==> src/kvep_pkg.sv <==
// Shared types, codes and character constants for the key/value entry parser.
`default_nettype none
package kvep_pkg;

    localparam logic [7:0] CHAR_COLON   = 8'h3A;
    localparam logic [7:0] CHAR_EQUALS  = 8'h3D;
    localparam logic [7:0] CHAR_PERCENT = 8'h25;
    // Subtract from an upper-case hex letter to get its nibble value.
    localparam logic [7:0] HEX_ALPHA_OFFSET = 8'h41 - 8'd10;

    localparam int MAX_RESULTS = 3;

    typedef enum logic [1:0] {
        KIND_DATA = 2'd0,
        KIND_PAIR = 2'd1,
        KIND_OK   = 2'd2,
        KIND_BAD  = 2'd3
    } kind_t;

    typedef struct packed {
        kind_t      kind;
        logic [7:0] data;
        logic       in_value;
    } result_t;

    // Results caused by one input item, in delivery order.
    typedef struct packed {
        logic [1:0]                  count;
        result_t [MAX_RESULTS-1:0]   res;
    } group_t;

    function automatic result_t mk_res(kind_t kind, logic [7:0] data, logic in_value);
        result_t r;
        r.kind     = kind;
        r.data     = data;
        r.in_value = in_value;
        return r;
    endfunction

endpackage
`default_nettype wire

==> src/kvep_decode.sv <==
// Per-byte parser state and the decode of one byte into its result group.
`default_nettype none
module kvep_decode (
    input  wire logic            clk,
    input  wire logic            rst_n,
    input  wire logic [7:0]      in_byte,
    input  wire logic            is_last,
    input  wire logic            consume,
    output kvep_pkg::group_t     group
);

    typedef enum logic [2:0] {
        PH_PLAIN = 3'd0,
        PH_HEX1  = 3'd1,
        PH_HEX2  = 3'd2,
        PH_DROP  = 3'd3
    } phase_t;

    phase_t     phase_reg, phase_next;
    logic       fiv_reg, fiv_next;
    logic [3:0] high_nibble_reg, high_nibble_next;
    logic       esc_val_reg, esc_val_next;

    logic       hex_ok;
    logic [3:0] hex_val;
    logic       reserved;
    logic       err;
    logic [1:0] n;

    always_comb
    begin
        hex_ok  = 1'b1;
        hex_val = 4'd0;
        if (in_byte inside {[8'h30:8'h39]})
        begin
            hex_val = in_byte[3:0];
        end
        else if (in_byte inside {[8'h41:8'h46]})
        begin
            hex_val = 4'(in_byte - kvep_pkg::HEX_ALPHA_OFFSET);
        end
        else
        begin
            hex_ok = 1'b0;
        end
    end

    // space ! * ' ( ) ; : @ & = + $ , / ? % # [ ] LF CR TAB and the zero byte
    assign reserved = in_byte inside {8'h20, 8'h21, 8'h2A, 8'h27, 8'h28, 8'h29, 8'h3B,
                                      8'h3A, 8'h40, 8'h26, 8'h3D, 8'h2B, 8'h24, 8'h2C,
                                      8'h2F, 8'h3F, 8'h25, 8'h23, 8'h5B, 8'h5D, 8'h0A,
                                      8'h0D, 8'h09, 8'h00};

    always_comb
    begin
        phase_next       = phase_reg;
        fiv_next         = fiv_reg;
        high_nibble_next = high_nibble_reg;
        esc_val_next     = esc_val_reg;
        err              = 1'b0;
        n                = 2'd0;
        group            = '0;

        if (phase_reg == PH_DROP)
        begin
            if (is_last)
            begin
                phase_next       = PH_PLAIN;
                fiv_next         = 1'b0;
                high_nibble_next = 4'd0;
                esc_val_next     = 1'b0;
            end
        end
        else
        begin
            if (in_byte == kvep_pkg::CHAR_COLON)
            begin
                if (phase_reg != PH_PLAIN || !fiv_reg)
                begin
                    err = 1'b1;
                end
                else
                begin
                    group.res[n] = kvep_pkg::mk_res(kvep_pkg::KIND_PAIR, 8'd0, 1'b0);
                    n = n + 2'd1;
                    phase_next       = PH_PLAIN;
                    fiv_next         = 1'b0;
                    high_nibble_next = 4'd0;
                    esc_val_next     = 1'b0;
                end
            end
            else if (phase_reg == PH_HEX1)
            begin
                if (!hex_ok)
                begin
                    err = 1'b1;
                end
                else
                begin
                    high_nibble_next = hex_val;
                    phase_next       = PH_HEX2;
                end
            end
            else if (phase_reg == PH_HEX2)
            begin
                if (!hex_ok)
                begin
                    err = 1'b1;
                end
                else
                begin
                    group.res[n] = kvep_pkg::mk_res(kvep_pkg::KIND_DATA,
                                                    {high_nibble_reg, hex_val}, esc_val_reg);
                    n = n + 2'd1;
                    high_nibble_next = 4'd0;
                    phase_next       = PH_PLAIN;
                end
            end
            else if (in_byte == kvep_pkg::CHAR_PERCENT)
            begin
                esc_val_next = fiv_reg;
                phase_next   = PH_HEX1;
            end
            else if (in_byte == kvep_pkg::CHAR_EQUALS && !fiv_reg)
            begin
                fiv_next = 1'b1;
            end
            else if (reserved)
            begin
                err = 1'b1;
            end
            else
            begin
                group.res[n] = kvep_pkg::mk_res(kvep_pkg::KIND_DATA, in_byte, fiv_reg);
                n = n + 2'd1;
            end

            if (!err && is_last)
            begin
                if (phase_next != PH_PLAIN || !fiv_next)
                begin
                    err = 1'b1;
                end
                else
                begin
                    group.res[n] = kvep_pkg::mk_res(kvep_pkg::KIND_PAIR, 8'd0, 1'b0);
                    n = n + 2'd1;
                    group.res[n] = kvep_pkg::mk_res(kvep_pkg::KIND_OK, 8'd0, 1'b0);
                    n = n + 2'd1;
                    phase_next       = PH_PLAIN;
                    fiv_next         = 1'b0;
                    high_nibble_next = 4'd0;
                    esc_val_next     = 1'b0;
                end
            end

            if (err)
            begin
                group.res[n] = kvep_pkg::mk_res(kvep_pkg::KIND_BAD, 8'd0, 1'b0);
                n = n + 2'd1;
                phase_next       = is_last ? PH_PLAIN : PH_DROP;
                fiv_next         = 1'b0;
                high_nibble_next = 4'd0;
                esc_val_next     = 1'b0;
            end
        end

        group.count = n;
    end

    // Advance the parser state only when the held byte is consumed.
    always_ff @(posedge clk or negedge rst_n)
    begin
        if (!rst_n)
        begin
            phase_reg       <= PH_PLAIN;
            fiv_reg         <= 1'b0;
            high_nibble_reg <= 4'd0;
            esc_val_reg     <= 1'b0;
        end
        else if (consume)
        begin
            phase_reg       <= phase_next;
            fiv_reg         <= fiv_next;
            high_nibble_reg <= high_nibble_next;
            esc_val_reg     <= esc_val_next;
        end
    end

endmodule
`default_nettype wire

==> src/kvep_out.sv <==
// Result register: holds one result group and delivers it one result per transfer.
`default_nettype none
module kvep_out (
    input  wire logic              clk,
    input  wire logic              rst_n,
    input  wire logic              load,
    input  wire kvep_pkg::group_t  group,
    output logic                   free,
    output logic                   out_valid,
    input  wire logic              out_stall,
    output logic [1:0]             kind,
    output logic [7:0]             data_byte,
    output logic                   in_value,
    output logic                   run_last
);

    kvep_pkg::group_t group_reg;
    logic             valid_reg;
    logic [1:0]       idx_reg;
    logic             xfer;
    logic             at_end;
    kvep_pkg::result_t cur;

    assign cur       = group_reg.res[idx_reg];
    assign at_end    = (idx_reg == group_reg.count - 2'd1);
    assign xfer      = valid_reg && !out_stall;
    assign free      = !valid_reg || (xfer && at_end);

    assign out_valid = valid_reg;
    assign kind      = cur.kind;
    assign data_byte = cur.data;
    assign in_value  = cur.in_value;
    assign run_last  = at_end;

    always_ff @(posedge clk or negedge rst_n)
    begin
        if (!rst_n)
        begin
            valid_reg <= 1'b0;
            idx_reg   <= 2'd0;
        end
        else if (load)
        begin
            valid_reg <= 1'b1;
            idx_reg   <= 2'd0;
        end
        else if (xfer)
        begin
            if (at_end)
            begin
                valid_reg <= 1'b0;
            end
            idx_reg <= idx_reg + 2'd1;
        end
    end

    always_ff @(posedge clk)
    begin
        if (load)
        begin
            group_reg <= group;
        end
    end

endmodule
`default_nettype wire

==> src/key_value_entry_parser.sv <==
// Top level of the key/value entry parser: input register, decode and result register.
//
// Usage: raw entry text enters one byte per transfer on the input channel
// (in_valid, in_stall, in_byte, is_last), is_last set on the final byte.
// Results leave one per transfer on the output channel (out_valid,
// out_stall, kind, data_byte, in_value, run_last); run_last marks the final
// result caused by one input byte. An input byte causes zero to three results.
// A byte taken is held in the input register and decoded there; its result group
// is then loaded into the result register, which shows the first result.
// Throughput: one byte per cycle while each byte causes at most one result and the
// receiver does not stall; a byte with several results holds back the next byte
// until the single result register, draining one result per cycle unless stalled,
// has sent them. Bytes with no result pass regardless of the output side: an
// opening percent sign, the first hex digit, a first equals sign, dropped bytes.
// Reset: the parser returns to the start of a key, both registers empty.
// Stall: when the receiver stalls, the result register holds its result, the
// input register fills and then in_stall rises until room returns.
`default_nettype none
module key_value_entry_parser (
    input  wire logic       clk,
    input  wire logic       rst_n,
    input  wire logic       in_valid,
    output logic            in_stall,
    input  wire logic [7:0] in_byte,
    input  wire logic       is_last,
    output logic            out_valid,
    input  wire logic       out_stall,
    output logic [1:0]      kind,
    output logic [7:0]      data_byte,
    output logic            in_value,
    output logic            run_last
);

    // Input register: hold one byte until the decode stage consumes it.
    logic             in_valid_reg;
    logic [7:0]       byte_reg;
    logic             last_reg;

    kvep_pkg::group_t group;
    logic             out_free;
    logic             consume;
    logic             accept;

    // Consume a byte with no results at once; otherwise only once the
    // result register has room for its group.
    assign consume  = in_valid_reg && (group.count == 2'd0 || out_free);
    assign in_stall = in_valid_reg && !consume;
    assign accept   = in_valid && !in_stall;

    always_ff @(posedge clk or negedge rst_n)
    begin
        if (!rst_n)
        begin
            in_valid_reg <= 1'b0;
        end
        else if (accept)
        begin
            in_valid_reg <= 1'b1;
        end
        else if (consume)
        begin
            in_valid_reg <= 1'b0;
        end
    end

    always_ff @(posedge clk)
    begin
        if (accept)
        begin
            byte_reg <= in_byte;
            last_reg <= is_last;
        end
    end

    kvep_decode u_decode (
        .clk     (clk),
        .rst_n   (rst_n),
        .in_byte (byte_reg),
        .is_last (last_reg),
        .consume (consume),
        .group   (group)
    );

    kvep_out u_out (
        .clk       (clk),
        .rst_n     (rst_n),
        .load      (consume && group.count != 2'd0),
        .group     (group),
        .free      (out_free),
        .out_valid (out_valid),
        .out_stall (out_stall),
        .kind      (kind),
        .data_byte (data_byte),
        .in_value  (in_value),
        .run_last  (run_last)
    );

endmodule
`default_nettype wire

==> config.mk <==
export PLATFORM = sky130hd
export DESIGN_NAME = key_value_entry_parser
export DESIGN_NICKNAME = d
export VERILOG_FILES = /design/src/kvep_pkg.sv /design/src/kvep_decode.sv /design/src/kvep_out.sv /design/src/key_value_entry_parser.sv
export SDC_FILE = /design/constraint.sdc
export NUM_CORES = 1
export LEC_CHECK = 0
export ABC_AREA = 1
export BUFFER_PORTS_ARGS = -buffer_cell sky130_fd_sc_hd__buf_2
export CORE_MARGIN = 5
export CORE_UTILIZATION = 64
export CTS_CLUSTER_SIZE = 16
export DETAILED_ROUTE_END_ITERATION = 16
export HOLD_SLACK_MARGIN = 0.1
export PLACE_DENSITY = 0.94
export SLEW_MARGIN = 20
export SYNTH_ARGS = -nofsm -noshare
export SYNTH_HDL_FRONTEND = slang
export SYNTH_SLANG_ARGS = --single-unit
==> constraint.sdc <==
create_clock -name clk -period 7.2 [get_ports clk]
set_input_delay 1.08 -clock clk [delete_from_list [all_inputs] [get_ports clk]]
set_output_delay 1.08 -clock clk [all_outputs]
set_load 0.01 [all_outputs]
After elaboration in Yosys (flattened, before gate mapping)
Cells that the tools add are included.
{"block": "totals", "latchBits": 0, "ff_bits": 57, "out_inout_bits": 14, "mem_bits_ro": 0, "ram_bits": 0, "memories": 0, "input_bits": 13}
{"block": "classes", "addsub": 6, "magnitude_cmp": 11, "div": 0, "n_eq_ne": 28, "bitwise": 9, "shift": 0, "multipliers": 0, "muxes": 104, "n_reduce_logical": 35}
{"operator": "8-bit by 6-bit == test with 1-bit output (second input constant)", "n": 17}
{"operator": "33-bit two-way mux", "n": 4}
{"operator": "11-bit two-way mux", "n": 10}
{"operator": "11-bit demux with 2-bit select", "n": 3}
{"operator": "30-bit inverter", "n": 2}
{"operator": "4-bit two-way mux", "n": 13}
{"operator": "1-bit two-way mux", "n": 43}
{"operator": "3-bit two-way mux", "n": 13}
{"operator": "10-bit by 30-bit AND with 30-bit output", "n": 1}
{"operator": "30-bit AND", "n": 1}
{"operator": "2-bit two-way mux", "n": 14}
{"operator": "27-bit AND", "n": 1}
{"operator": "27-bit inverter", "n": 1}
{"operator": "8-bit by 4-bit == test with 1-bit output (second input constant)", "n": 3}
{"operator": "8-bit by 7-bit == test with 1-bit output (second input constant)", "n": 3}
{"operator": "24-bit nonzero test", "n": 1}
{"operator": "11-bit binary-select mux with 2-bit select", "n": 1}
{"operator": "9-bit two-way mux", "n": 2}
{"operator": "1-bit logical AND", "n": 13}
{"operator": "2-bit by 3-bit less-than comparator with 1-bit output (second input constant)", "n": 4}
{"operator": "10-bit two-way mux", "n": 1}
{"operator": "2-bit by 1-bit adder with 2-bit output (second input constant)", "n": 4}
{"operator": "8-bit by 6-bit greater-or-equal comparator with 1-bit output (second input constant)", "n": 1}
{"operator": "8-bit by 7-bit greater-or-equal comparator with 1-bit output (second input constant)", "n": 1}
{"operator": "other kinds (19)", "n": 36}

Longest topological paths before layout
Gate-level depths: netlist (run 1).
{"block": "logic_depth", "word_depth": 25, "depth_mapped": 25, "depth_no_buf": 25}

Hierarchy
A second synthesis (run 1) with hierarchy kept.
{"block": "hier_totals", "cells_unflattened": 430, "hier_area_um2": 3661.0}
{"mod": "kvep_decode", "n_inst": 1, "area_each_um2": 1831.8, "cells_per_inst": 295}
{"mod": "kvep_out", "n_inst": 1, "area_each_um2": 1465.2, "cells_per_inst": 111}
{"mod": "key_value_entry_parser", "n_inst": 1, "area_each_um2": 364.1, "cells_per_inst": 24}

Worst setup path after synthesis (run 1)
Ideal clock, no wire load.
{"block": "synth_path", "kind": "flip-flop to output port", "startpoint": "register byte_reg[1]", "endpoint": "output in_stall", "arrival_ps": 2588, "path_slack_ps": 3532, "path_stages_with_launch": 23, "required_ps": 6120, "path_cell_list": "edfxtp_1 -> inv_1 -> ha_1 -> inv_1 -> nand2_1 -> o21ai_0 -> nand2_1 -> nand2_2 -> nand2_4 -> nand2_2 -> nand2_1 -> nand2_1 -> a21oi_2 -> nand3_4 -> nor2_2 -> inv_2 -> ha_1 -> inv_1 -> nand2_1 -> nand2_1 -> nand2_4 -> nand3_1 -> inv_1"}
{"block": "synth_between", "elab_chain_len": 22, "elab_cells_between_ends": 84, "cone_classes": "add/sub (3); order compare (4); eq/ne (23); mux (39); reduce/logical (15)"}
{"item": "start: declaration", "line": "key_value_entry_parser.sv:36", "text": "logic [7:0] byte_reg;"}
{"item": "start signal: assignment", "line": "key_value_entry_parser.sv:70", "text": "byte_reg <= in_byte;"}
{"item": "8-bit by 7-bit greater-or-equal comparator with 1-bit output (tied with other cells)", "line": "kvep_decode.sv:38", "text": "else if (in_byte inside {[8'h41:8'h46]})"}
{"item": "1-bit logical AND / 24-bit nonzero test (equally long branches)", "line": "kvep_decode.sv:38, kvep_decode.sv:49"}
{"item": "1-bit two-way mux (on tied branches)", "line": "kvep_decode.sv:38, kvep_decode.sv:128"}
{"item": "1-bit two-way mux / 2-bit two-way mux (equally long branches)", "line": "kvep_decode.sv:34, kvep_decode.sv:124"}
{"item": "1-bit two-way mux (tied with other cells)", "line": "kvep_decode.sv:106", "text": "if (!hex_ok)"}
{"item": "2-bit two-way mux / 3-bit two-way mux (equally long branches)", "line": "kvep_decode.sv:104", "text": "else if (phase_reg == PH_HEX2)"}
{"item": "2-bit two-way mux / 3-bit two-way mux (equally long branches)", "line": "kvep_decode.sv:92", "text": "else if (phase_reg == PH_HEX1)"}
{"item": "2-bit two-way mux / 3-bit two-way mux (equally long branches)", "line": "kvep_decode.sv:76", "text": "if (in_byte == kvep_pkg::CHAR_COLON)"}
{"item": "[... 6 more ...]"}
{"item": "2-bit by 1-bit adder with 2-bit output", "line": "kvep_decode.sv:160", "text": "n = n + 2'd1;"}
{"item": "2-bit two-way mux *", "line": "kvep_decode.sv:157", "text": "if (err)"}
{"item": "2-bit two-way mux *", "line": "kvep_decode.sv:64", "text": "if (phase_reg == PH_DROP)"}
{"item": "2-bit zero test *", "line": "key_value_entry_parser.sv:46", "text": "assign consume = in_valid_reg && (group.count == 2'd0 || out_free);"}
{"item": "1-bit logical OR *", "line": "key_value_entry_parser.sv:46"}
{"item": "1-bit logical AND *", "line": "key_value_entry_parser.sv:46"}
{"item": "1-bit zero test *", "line": "key_value_entry_parser.sv:47", "text": "assign in_stall = in_valid_reg && !consume;"}
{"item": "1-bit logical AND *", "line": "key_value_entry_parser.sv:47"}
{"item": "end: declaration", "line": "key_value_entry_parser.sv:23", "text": "output logic in_stall,"}
Every way passes the cells marked *; elsewhere a longest branch is shown, timed or not. The select of a mux whose other input is x is not followed.

Final worst setup path (run 1)
Ends and elaborated chain as after synthesis.

==> results of run 1 <==
==> cells by family after synthesis <==
family	after synthesis
AOI/OAI and AO/OA	47
xor gates and xnor gates	3
adders and majority gates	8
buffers and inverters	67
DFF	39
muxes	1
and+or+nand+nor	211
==> area by class of cell <==
type | count | share of cell area
Multi-Input combinational cell | 270 | 0.4614
Sequential cell | 39 | 0.3575
Inverter | 61 | 0.07400
Timing Repair Buffer | 26 | 0.04205
Clock buffer | 5 | 0.02224
Clock inverter | 3 | 0.02184
Tap cell | 52 | 0.02103
==> cell usage after synthesis, drive strengths merged (2+ instances only) <==
| cell | n | area (um2) |
|---|---|---|
| nand2 | 112 | 501.7 |
| dfrtp | 13 | 325.3 |
| o22ai | 3 | 18.77 |
| o31ai | 2 | 15.01 |
| o211ai | 2 | 20.02 |
| nor3 | 5 | 25.02 |
| o32ai | 3 | 26.28 |
| edfxtp | 26 | 780.8 |
| nor2 | 49 | 196.4 |
| nand4 | 8 | 50.05 |
| ha | 8 | 100.1 |
| xnor2 | 2 | 17.52 |
| a21oi | 12 | 67.57 |
| nand3 | 34 | 210.2 |
| o21ai | 20 | 100.1 |
| clkbuf | 5 | 18.77 |
| inv | 60 | 225.2 |
==> critical path: stages (launching register included) <==
cell	delay, ns
sky130_fd_sc_hd__edfxtp_1	0.41
sky130_fd_sc_hd__inv_1	0.13
sky130_fd_sc_hd__ha_1	0.26
sky130_fd_sc_hd__nand3_1	0.14
sky130_fd_sc_hd__inv_1	0.06
sky130_fd_sc_hd__nand2_1	0.13
sky130_fd_sc_hd__nand2_1	0.08
sky130_fd_sc_hd__nor2_2	0.12
sky130_fd_sc_hd__nand3_2	0.15
sky130_fd_sc_hd__nand2_1	0.11
sky130_fd_sc_hd__nand3_2	0.10
sky130_fd_sc_hd__nand2_4	0.13
sky130_fd_sc_hd__nand3_4	0.13
sky130_fd_sc_hd__nor2_2	0.15
sky130_fd_sc_hd__inv_2	0.08
sky130_fd_sc_hd__ha_1	0.27
sky130_fd_sc_hd__inv_1	0.03
sky130_fd_sc_hd__nand2_1	0.05
sky130_fd_sc_hd__nand2_1	0.09
sky130_fd_sc_hd__nand2_4	0.13
sky130_fd_sc_hd__nand3_1	0.12
sky130_fd_sc_hd__inv_1	0.08
sky130_fd_sc_hd__buf_2	0.12
==> per-stage QoR <==
stage                     power (mW)    util  std cells  hold slack, ns
after floorplan               0.9302       -        376          0.4419
after global placement         1.081  0.6888        448          0.4588
after detailed placement       1.098  0.6888        448          0.4619
after CTS                      1.315  0.7206        456          0.4810
after global routing           1.428  0.7206        456          0.5173
final                          1.316  0.7206        456          0.4796
==> worst min path at each step <==
stage	end	cells past startpoint
finish	u_decode.high_nibble_reg[3]	2
CTS	u_decode.high_nibble_reg[1]	2
detailed placement	u_decode.high_nibble_reg[1]	2
floorplan	u_decode.high_nibble_reg[1]	2
global route	u_decode.high_nibble_reg[1]	2
global placement	u_decode.high_nibble_reg[1]	2
==> layout by cell type, fill, tap and decap left out, types with 3 or more instances in the layout <==
master	instances
sky130_fd_sc_hd__dfrtp_1	13
sky130_fd_sc_hd__buf_2	26
sky130_fd_sc_hd__nand3_1	29
sky130_fd_sc_hd__clkbuf_8	5
sky130_fd_sc_hd__a21oi_1	10
sky130_fd_sc_hd__nand2_4	5
sky130_fd_sc_hd__nor2_2	5
sky130_fd_sc_hd__ha_1	8
sky130_fd_sc_hd__inv_1	56
sky130_fd_sc_hd__nor2_1	44
sky130_fd_sc_hd__o32ai_1	3
sky130_fd_sc_hd__o22ai_1	3
sky130_fd_sc_hd__nand4_1	8
sky130_fd_sc_hd__nor3_1	5
sky130_fd_sc_hd__nand3_2	3
sky130_fd_sc_hd__inv_2	4
sky130_fd_sc_hd__o21ai_0	20
sky130_fd_sc_hd__nand2_1	95
sky130_fd_sc_hd__edfxtp_1	26
sky130_fd_sc_hd__nand2_2	11
==> power by group <==
group          switching (mW)  leakage, nW  internal [mW]
combinational           0.452         1.14          0.220
clock                  0.0779       0.0644          0.138
sequential             0.0654        0.419          0.363
total                   0.596         1.62          0.721
==> per-layer routing <==
metal  global-route usage  part of all wire  wire [um]  vias to the layer above
li1                     -                 -          -                     1279
met5                    0                 0          0                        -
met2               0.3279              0.45       2722                      124
met3              0.06974             0.096        587                       19
met4              0.09431             0.029        177                        0
met1               0.2923              0.43       2613                     1131
==> reports/qor.log, run 1 <==
qor: grt.first_global_vias 2,319
qor: route.vias_per_cell 5.599
qor: placed_design.gp_congestion 1.011
qor: yosys.postSynthRegisterBits 39
qor: worst_setup_path.worst-endpoint-arrival 3.38 ns
qor: pwr.maximum_vdd_ir_drop 286.5 uV
qor: grt.global_route.overflow_total 0
qor: yosys.synth_warnings 0
qor: worst_setup_path.regToRegEndpoint u_out.group_reg[6]
qor: yosys.post_synth_inst_count 376
qor: route.dr.first_iter.drc_count 162
qor: route.route.detailed.wl_per_inst 13.38 um
qor: yosys.synth_fp_nets 397
qor: route.drcViolationCount 0
qor: cells_and_area.finish.net_count 424
qor: floorplanning.ioPinCount 27
qor: floorplanning.horizontal_extent_of_the_die 75.99 um
qor: worst_setup_path.critPathKind reg2out
qor: cells_and_area.antennaDiodeCount 0
qor: worst_setup_path.worstPathRequired 6.12 ns
qor: cts.worstSkewPairLatency 0.30 ns
qor: yosys.post_synth_mux_area_share 0.003592
qor: grt.wire_length_of_the_first_global_routing_pass 10,490 um
qor: floorplanning.floorplan.initialDensity 0.6489
qor: placed_design.port-buffer-count 26
qor: cts.cts_root_buffer sky130_fd_sc_hd__clkbuf_8
qor: placed_design.dpl_cell_area 0.002958 mm2
qor: cts.clkTransAtPathRegs 0.08 ns
qor: yosys.postSynth.topFlopCell sky130_fd_sc_hd__edfxtp_1
qor: run_status.status finished, final reports clean
qor: worst_setup_path.worst_setup_path_endpoint in_stall
qor: timing.rsz0062_at_grt false
qor: timing.finalWorstSetupSlack 2.742 ns
qor: timing.tightestPinTransition 0.5993 ns
qor: pwr.leak_pwr 1.622 nW
qor: worst_setup_path.crit_start byte_reg[1]
qor: cells_and_area.regArea 0.001106 mm2
qor: yosys.largest_family_of_logic_cells_by_synthesized_area simple AND/OR/NAND/NOR gates
qor: timing.final-hold-violation-count 0
qor: run.maxCapViolCount 0
qor: cts.htree_num_levels 2
qor: floorplanning.dieArea 0.005774 mm2
qor: placed_design.pre_cts_slack 3.120 ns
qor: cts.buffer_count_from_post_cts_setup_fixing 0
qor: cts.cts_inserted_buffers 5
qor: route.routed-via-count 2,553
qor: timing.fin_tns_setup 0 ns
qor: worst_setup_path.crit_fanout 7
qor: route.drt_wl_total 6101 um
qor: cells_and_area.n_fill_cell 359
qor: worst_setup_path.r2r_cells 21
qor: cells_and_area.multi_input_area 0.001428 mm2
qor: grt.grt.total_usage 0.2196
qor: yosys.average_footprint_of_a_synthesized_cell 7.411 um2
qor: yosys.yosys.cell_types.count 38
qor: cts.cts_max_path_buffers 2
qor: yosys.synth-simple-area-share 0.3601
qor: route.drt.antenna.violating_nets 0
qor: yosys.compound_gate_portion_of_the_synthesized_area 0.1033
qor: yosys.count_of_flip_flops_with_a_built_in_enable_after_synthesis 26
qor: cells_and_area.max_ffs_per_register 17
qor: cells_and_area.final_instance_area 0.003094 mm2
qor: worst_setup_path.worstReg2RegStart byte_reg[1]
qor: worst_setup_path.reg2reg_setup_slack 3.38 ns
qor: cts.ctsHoldBuffers 0
qor: timing.fmax 224.3 MHz
qor: worst_setup_path.startpoint_type flip-flop
qor: worst_hold_path.holdCritPathClass reg2reg
qor: timing.period_needed 4.458 ns
qor: timing.slew_headroom 0.6000
qor: yosys.ys_seq_area_frac 0.3969
qor: floorplanning.floorplan.die.height 75.99 um
qor: worst_setup_path.worstSetupEndpointType output pin
qor: cells_and_area.syn_to_final_growth 11.05%
qor: pwr.cellPowerDensity 425.4 mW/mm2
qor: route.detail_route.first_pass.iterations 5
qor: cts.clkSinkCount 39
qor: yosys.yosys.area_share.adder 0.03592
qor: grt.antenna_found_initial 0
qor: timing.report.final.setup_viol 0
qor: timing.clk_skew 0.006464 ns
qor: yosys.post_synth_xor_area_fraction 0.009430
qor: cells_and_area.layout-drive-gt1-share 0.1683
qor: worst_hold_path.worstHoldStart u_decode.high_nibble_reg[3]
qor: cts.cts_resized 0
qor: timing.crit_share_post_route 0.6192
qor: cts.tritoncts done
qor: timing.drv_slew 0
qor: placed_design.hpwlAfterDp 4822 um
qor: yosys.synth.cell_area 0.002786 mm2
qor: floorplanning.floorplan.core_area 0.004294 mm2
qor: floorplanning.rows 24
qor: yosys.asyncSetResetFlopFracSynth 0.3333
qor: grt.largest_net_degree_at_the_start_of_global_routing 18
(Power assumes the default switching activity.)
==> inputs of run 2 (changes only) <==
--- a/config.mk
+++ b/config.mk
@@ -8,11 +8,11 @@
 export ABC_AREA = 1
 export BUFFER_PORTS_ARGS = -buffer_cell sky130_fd_sc_hd__buf_2
 export CORE_MARGIN = 5
-export CORE_UTILIZATION = 64
+export CORE_UTILIZATION = 54
 export CTS_CLUSTER_SIZE = 16
 export DETAILED_ROUTE_END_ITERATION = 16
 export HOLD_SLACK_MARGIN = 0.1
-export PLACE_DENSITY = 0.94
+export PLACE_DENSITY = 0.86
 export SLEW_MARGIN = 20
 export SYNTH_ARGS = -nofsm -noshare
 export SYNTH_HDL_FRONTEND = slang
==> constraint.sdc (replaced) <==
create_clock -name clk -period 4 [get_ports clk]
set_input_delay 0.6 -clock clk [delete_from_list [all_inputs] [get_ports clk]]
set_output_delay 0.6 -clock clk [all_outputs]
set_load 0.01 [all_outputs]
==> reports/qor.log, run 2 (synthesis results as in run 1) <==
qor: run_status.status finished, final reports clean
qor: cells_and_area.syn_to_final_growth 13.97%
qor: worst_setup_path.startpoint_type flip-flop
qor: route.drt_wl_total 6383 um
qor: floorplanning.ioPinCount 27
qor: timing.final-hold-violation-count 0
qor: route.route.detailed.wl_per_inst 13.19 um
qor: grt.wire_length_of_the_first_global_routing_pass 10,140 um
qor: timing.drv_slew 0
qor: timing.clk_skew 0.004072 ns
qor: worst_setup_path.worstPathRequired 3.40 ns
qor: placed_design.pre_cts_slack 0.3773 ns
qor: grt.antenna_found_initial 0
qor: cells_and_area.layout_common_cells sky130_fd_sc_hd__nand2_1, sky130_fd_sc_hd__inv_1, sky130_fd_sc_hd__nor2_1
qor: placed_design.gp_congestion 0.9877
qor: cts.cts_max_path_buffers 2
qor: run.maxCapViolCount 0
qor: floorplanning.rows 26
qor: floorplanning.horizontal_extent_of_the_die 81.84 um
qor: worst_setup_path.worstSetupEndpointType output pin
qor: grt.grt.total_usage 0.1964
qor: worst_hold_path.holdCritPathClass in2async
qor: cells_and_area.finish.net_count 434
qor: timing.crit_share_post_route 0.9370
qor: floorplanning.dieArea 0.006697 mm2
qor: cts.worstSkewPairLatency 0.29 ns
qor: cts.clkTransAtPathRegs 0.07 ns
qor: grt.global_route.overflow_total 0
qor: cts.clkSinkCount 39
qor: pwr.maximum_vdd_ir_drop 328.5 uV
qor: timing.fmax 266.8 MHz
qor: cts.tritoncts done
qor: cts.cts_inserted_buffers 5
qor: cells_and_area.antennaDiodeCount 0
qor: cts.ctsHoldBuffers 0
qor: grt.largest_net_degree_at_the_start_of_global_routing 18
qor: cells_and_area.layout.cells.most_common sky130_fd_sc_hd__nand2_1
qor: placed_design.hpwlAfterDp 4750 um
qor: worst_setup_path.critPathKind reg2out
qor: cts.cts_root_buffer sky130_fd_sc_hd__clkbuf_8
qor: timing.fin_tns_setup 0 ns
qor: floorplanning.floorplan.die.height 81.84 um
qor: cells_and_area.max_ffs_per_register 17
qor: route.drt.antenna.violating_nets 0
qor: pwr.leak_pwr 1.646 nW
qor: route.routed-via-count 2,569
qor: route.drcViolationCount 0
qor: worst_setup_path.crit_fanout 5
qor: timing.finalWorstSetupSlack 0.2521 ns
qor: cells_and_area.layout-drive-gt1-share 0.2005
qor: timing.tightestPinTransition 0.5842 ns
qor: floorplanning.floorplan.initialDensity 0.5491
qor: pwr.cellPowerDensity 729.7 mW/mm2
qor: timing.report.final.setup_viol 0
qor: placed_design.port-buffer-count 26
qor: timing.slew_headroom 0.6091
qor: route.vias_per_cell 5.308
qor: cts.htree_num_levels 2
qor: grt.first_global_vias 2,290
qor: timing.period_needed 3.748 ns
qor: worst_setup_path.worst-endpoint-arrival 3.15 ns
qor: route.detail_route.first_pass.iterations 5
qor: route.dr.first_iter.drc_count 202
qor: floorplanning.floorplan.core_area 0.005075 mm2
## run 2: cell count changes in the layout (fill, tap and decap cells not counted), sizes merged
cell,before,now
clkinv,1,2
buf,26,36
clkbuf,5,7
bufinv,2,0
clkinvlp,1,0
## run 2: final timing paths
path,startpoint,to,slack [ns],cells after the start
setup / recovery,byte_reg[0],in_stall,0.25,23
hold / removal,rst_n,u_out.idx_reg[0],0.18,1
setup reg to reg,byte_reg[0],u_out.group_reg[3],0.54,24
hold reg to reg,u_decode.high_nibble_reg[2],u_decode.high_nibble_reg[2],0.48,2
max in group asynchronous,rst_n,in_valid_reg,3.60,1
min in group clk,is_last,last_reg,0.48,1
## run 2: power by group
group	switching, mW	internal, mW
clock network	0.129	0.138
logic	0.832	0.443
registers	0.123	0.652
total	1.08	1.23
## run 2: repair_timing
| action | 4_1_cts | 5_1_grt |
|---|---|---|
| hold endpoints to repair | 0 | 0 |
| setup buffers | 0 | 8 |
| resized for setup | 0 | 9 |
| endpoints found under the setup margin | 0 | 1 |
## run 2: layout make-up
class,instances,area (um2)
Sequential cell,39,1106
Timing Repair Buffer,36,205.2
Fill cell,452,1899
Clock inverter,1,3.754
Inverter,61,229.0
Clock buffer,7,86.33
Multi-Input combinational cell,270,1458
Tap cell,70,87.58
## run 2: worst max-delay path: stages (launching register included)
cell and delay, ns:
sky130_fd_sc_hd__edfxtp_1 0.47, sky130_fd_sc_hd__inv_2 0.14, sky130_fd_sc_hd__ha_2 0.20, sky130_fd_sc_hd__inv_1 0.06, sky130_fd_sc_hd__nor2_1 0.09, sky130_fd_sc_hd__nand2_1 0.05
sky130_fd_sc_hd__nand2_1 0.08, sky130_fd_sc_hd__nand2_2 0.09, sky130_fd_sc_hd__nand2_4 0.09, sky130_fd_sc_hd__nand2_2 0.07, sky130_fd_sc_hd__nand2_1 0.09, sky130_fd_sc_hd__nand2_1 0.10
sky130_fd_sc_hd__a21oi_2 0.20, sky130_fd_sc_hd__nand3_4 0.13, sky130_fd_sc_hd__nor2_4 0.12, sky130_fd_sc_hd__inv_2 0.07, sky130_fd_sc_hd__ha_1 0.27, sky130_fd_sc_hd__inv_1 0.03
sky130_fd_sc_hd__nand2_1 0.05, sky130_fd_sc_hd__nand2_1 0.09, sky130_fd_sc_hd__nand2_4 0.08, sky130_fd_sc_hd__nand3_2 0.09, sky130_fd_sc_hd__inv_1 0.08, sky130_fd_sc_hd__buf_2 0.12
## run 2: per-stage QoR
stage               instances  instance area (um2)  hold slack, ns  utilization  power (mW)
CTS                       476                 3085          0.1828       0.6080       2.258
finish                    484                 3176          0.1775       0.6257       2.317
global placement          468                 2995          0.4558       0.5902       1.948
global route              484                 3176          0.1941       0.6257       2.519
floorplan                 376                 2786          0.3044            -       1.674
detailed placement        468                 2995          0.4733       0.5902       1.986
## run 2: metal layers
layer  track usage  up-vias  wire length (um)
met1        0.2531     1132              2709
met3       0.04386       20               504
li1              -     1299                 -
met5             0        -                 0
met2        0.3255      118              3032
met4       0.06645        0               137
==> inputs of run 3 (changes only) <==
--- a/config.mk
+++ b/config.mk
@@ -12,7 +12,7 @@
 export CTS_CLUSTER_SIZE = 16
 export DETAILED_ROUTE_END_ITERATION = 16
 export HOLD_SLACK_MARGIN = 0.1
-export PLACE_DENSITY = 0.86
+export PLACE_DENSITY = 0.75
 export SLEW_MARGIN = 20
 export SYNTH_ARGS = -nofsm -noshare
 export SYNTH_HDL_FRONTEND = slang
==> reports/qor.log, run 3 (synthesis results as in run 1) <==
qor: timing.period_needed 3.760 ns
qor: timing.report.final.setup_viol 0
qor: worst_setup_path.startpoint_type flip-flop
qor: pwr.cellPowerDensity 714.7 mW/mm2
qor: pwr.report.power.total 2.297 mW
qor: cts.ctsHoldBuffers 0
qor: run_status.status finished, final reports clean
qor: cells_and_area.layout.cells.most_common sky130_fd_sc_hd__nand2_1
qor: grt.first_global_vias 2,228
qor: cells_and_area.finish.net_count 436
qor: worst_setup_path.worstPathRequired 3.40 ns
qor: run.maxCapViolCount 0
qor: floorplanning.floorplan.die.height 81.84 um
qor: timing.slew_headroom 0.6179
qor: floorplanning.horizontal_extent_of_the_die 81.84 um
qor: grt.largest_net_degree_at_the_start_of_global_routing 18
qor: placed_design.hpwlAfterDp 4635 um
qor: timing.fmax 266.0 MHz
qor: timing.tightestPinTransition 0.5711 ns
qor: pwr.maximum_vdd_ir_drop 373.2 uV
qor: timing.drv_slew 0
qor: grt.grt.total_usage 0.1946
qor: cts.clkSinkCount 39
qor: pwr.p_comb_frac 0.551
qor: pwr.switching_share 0.4596
qor: cells_and_area.final_util 0.6331
qor: cts.worstSkewPairLatency 0.29 ns
qor: floorplanning.floorplan.core_area 0.005075 mm2
qor: pwr.power.share.clock 0.115
qor: cells_and_area.syn_to_final_growth 15.31%
qor: placed_design.gp_congestion 0.9412
qor: cells_and_area.max_ffs_per_register 17
qor: cts.htree_num_levels 2
qor: route.drt_wl_total 6006 um
qor: worst_setup_path.worst-endpoint-arrival 3.16 ns
qor: grt.global_route.overflow_total 0
qor: cells_and_area.layout_common_cells sky130_fd_sc_hd__nand2_1, sky130_fd_sc_hd__inv_1, sky130_fd_sc_hd__nor2_1
qor: floorplanning.rows 26
qor: placed_design.dpl_cell_area 0.002995 mm2
qor: route.detail_route.first_pass.iterations 5
qor: route.dr.first_iter.drc_count 259
qor: cts.cts_root_buffer sky130_fd_sc_hd__clkbuf_8
qor: worst_setup_path.timing.critical_path.cells inv_2 -> ha_1 -> inv_1 -> nor3_1 -> nand2_2 -> clkinv_1 -> nand2_1 -> nand2_4 -> nand3_4 -> nor2_4 -> inv_2 -> ha_1 -> inv_1 -> nand2_1 -> nand2_1 -> nand2_4 -> nand3_2 -> inv_1 -> buf_2
qor: timing.crit_share_post_route 0.9400
qor: cts.cts_inserted_buffers 5
qor: route.drcViolationCount 0
qor: timing.clk_skew 0.008055 ns
qor: floorplanning.dieArea 0.006697 mm2
qor: cells_and_area.layout-drive-gt1-share 0.2139
qor: cells_and_area.fin_cells 486
qor: timing.final-hold-violation-count 0
qor: grt.wire_length_of_the_first_global_routing_pass 10,070 um
qor: placed_design.port-buffer-count 26
qor: route.vias_per_cell 5.198
qor: worst_setup_path.worst_path_max_delay_cell sky130_fd_sc_hd__edfxtp_1
qor: floorplanning.ioPinCount 27
qor: worst_setup_path.critPathKind reg2out
qor: placed_design.number_of_cells_after_detailed_placement 468
qor: worst_setup_path.worstSetupEndpointType output pin
qor: floorplanning.floorplan.initialDensity 0.5491
qor: cts.tritoncts done
qor: cells_and_area.n_fill_cell 475
qor: route.routed-via-count 2,526
qor: cells_and_area.final_instance_area 0.003213 mm2
qor: cells_and_area.antennaDiodeCount 0
qor: pwr.leak_pwr 1.664 nW
qor: worst_setup_path.worst_path_largest_cell_delay 0.50 ns
qor: route.route.detailed.wl_per_inst 12.36 um
qor: pwr.sequentialPowerShare 0.334
qor: grt.antenna_found_initial 0
qor: cts.cts_max_path_buffers 2
qor: worst_setup_path.crit_fanout 8
qor: worst_hold_path.holdCritPathClass in2async
qor: route.drt.antenna.violating_nets 0
qor: timing.finalHoldWorstSlack 0.1801 ns
qor: worst_setup_path.r2r_cells 19
qor: cts.clkTransAtPathRegs 0.07 ns
qor: pwr.total_net_switching_power 1.056 mW
qor: pwr.cellInternalPower 1.241 mW
[run 3: changes by cell type in the layout (fill, tap and decap cells not counted), moves of 2 or more]
cell	delta
sky130_fd_sc_hd__nand2_1	-2
sky130_fd_sc_hd__nand2_2	+2
sky130_fd_sc_hd__buf_4	+2
sky130_fd_sc_hd__ha_2	-2
[run 3: worst paths after layout]
| check | start | to | slack, ns |
|---|---|---|---|
| max | byte_reg[0] | in_stall | 0.24 |
| min | rst_n | u_out.idx_reg[1] | 0.18 |
| max reg2reg | byte_reg[0] | u_out.group_reg[4] | 0.67 |
| min reg2reg | u_decode.high_nibble_reg[3] | u_decode.high_nibble_reg[3] | 0.47 |
| max in group asynchronous | rst_n | u_decode.fiv_reg | 3.59 |
| min in group clk | u_decode.high_nibble_reg[3] | u_decode.high_nibble_reg[3] | 0.47 |
[run 3: layer usage]
| layer | vias to the layer above | share of wire | global-route usage | wire length [um] |
|---|---|---|---|---|
| li1 | 1309 | - | - | - |
| met1 | 1098 | 0.43 | 0.2650 | 2590 |
| met2 | 104 | 0.45 | 0.2964 | 2723 |
| met3 | 15 | 0.095 | 0.04934 | 570 |
| met4 | 0 | 0.020 | 0.07641 | 121 |
| met5 | - | 0 | 0 | 0 |
[run 3: stage by stage]
stage | setup WS, ns | TNS [ns]
final | 0.2401 | 0
after global routing | -0.02388 | -0.02388
after CTS | 0.05543 | 0
after detailed placement | 0.3789 | 0
after global placement | 0.4477 | 0
after floorplan | 0.7484 | 0
[run 3: layout make-up]
class | instances | area [um2] | share of cell area
Multi-Input combinational cell | 270 | 1479 | 0.4603
Clock inverter | 1 | 5.005 | 0.001558
Sequential cell | 39 | 1106 | 0.3442
Clock buffer | 7 | 86.33 | 0.02687
Tap cell | 70 | 87.58 | 0.02726
Timing Repair Buffer | 38 | 220.2 | 0.06854
Inverter | 61 | 229.0 | 0.07126
[run 3: power by group through the flow]
stage          clock (mW)  sequential, mW  combinational, mW
2_1_floorplan           0           0.722              0.953
3_3_place_gp            0           0.772               1.19
5_1_grt             0.287           0.789               1.45
4_1_cts             0.274           0.767               1.20
3_5_place_dp            0           0.776               1.20
6_report            0.264           0.768               1.26
[run 3: what timing repair did]
item                                    CTS  global route
endpoints found under the setup margin    0             1
gates resized for setup                   0            14
setup buffers                             0            10
[run 3: critical path: cells and delay by family (launching register included)]
kind          cells  cell delay, ns
fa+ha+maj         2            0.48
flops             1            0.50
simple gates     10            1.21
buf+inv           7            0.67
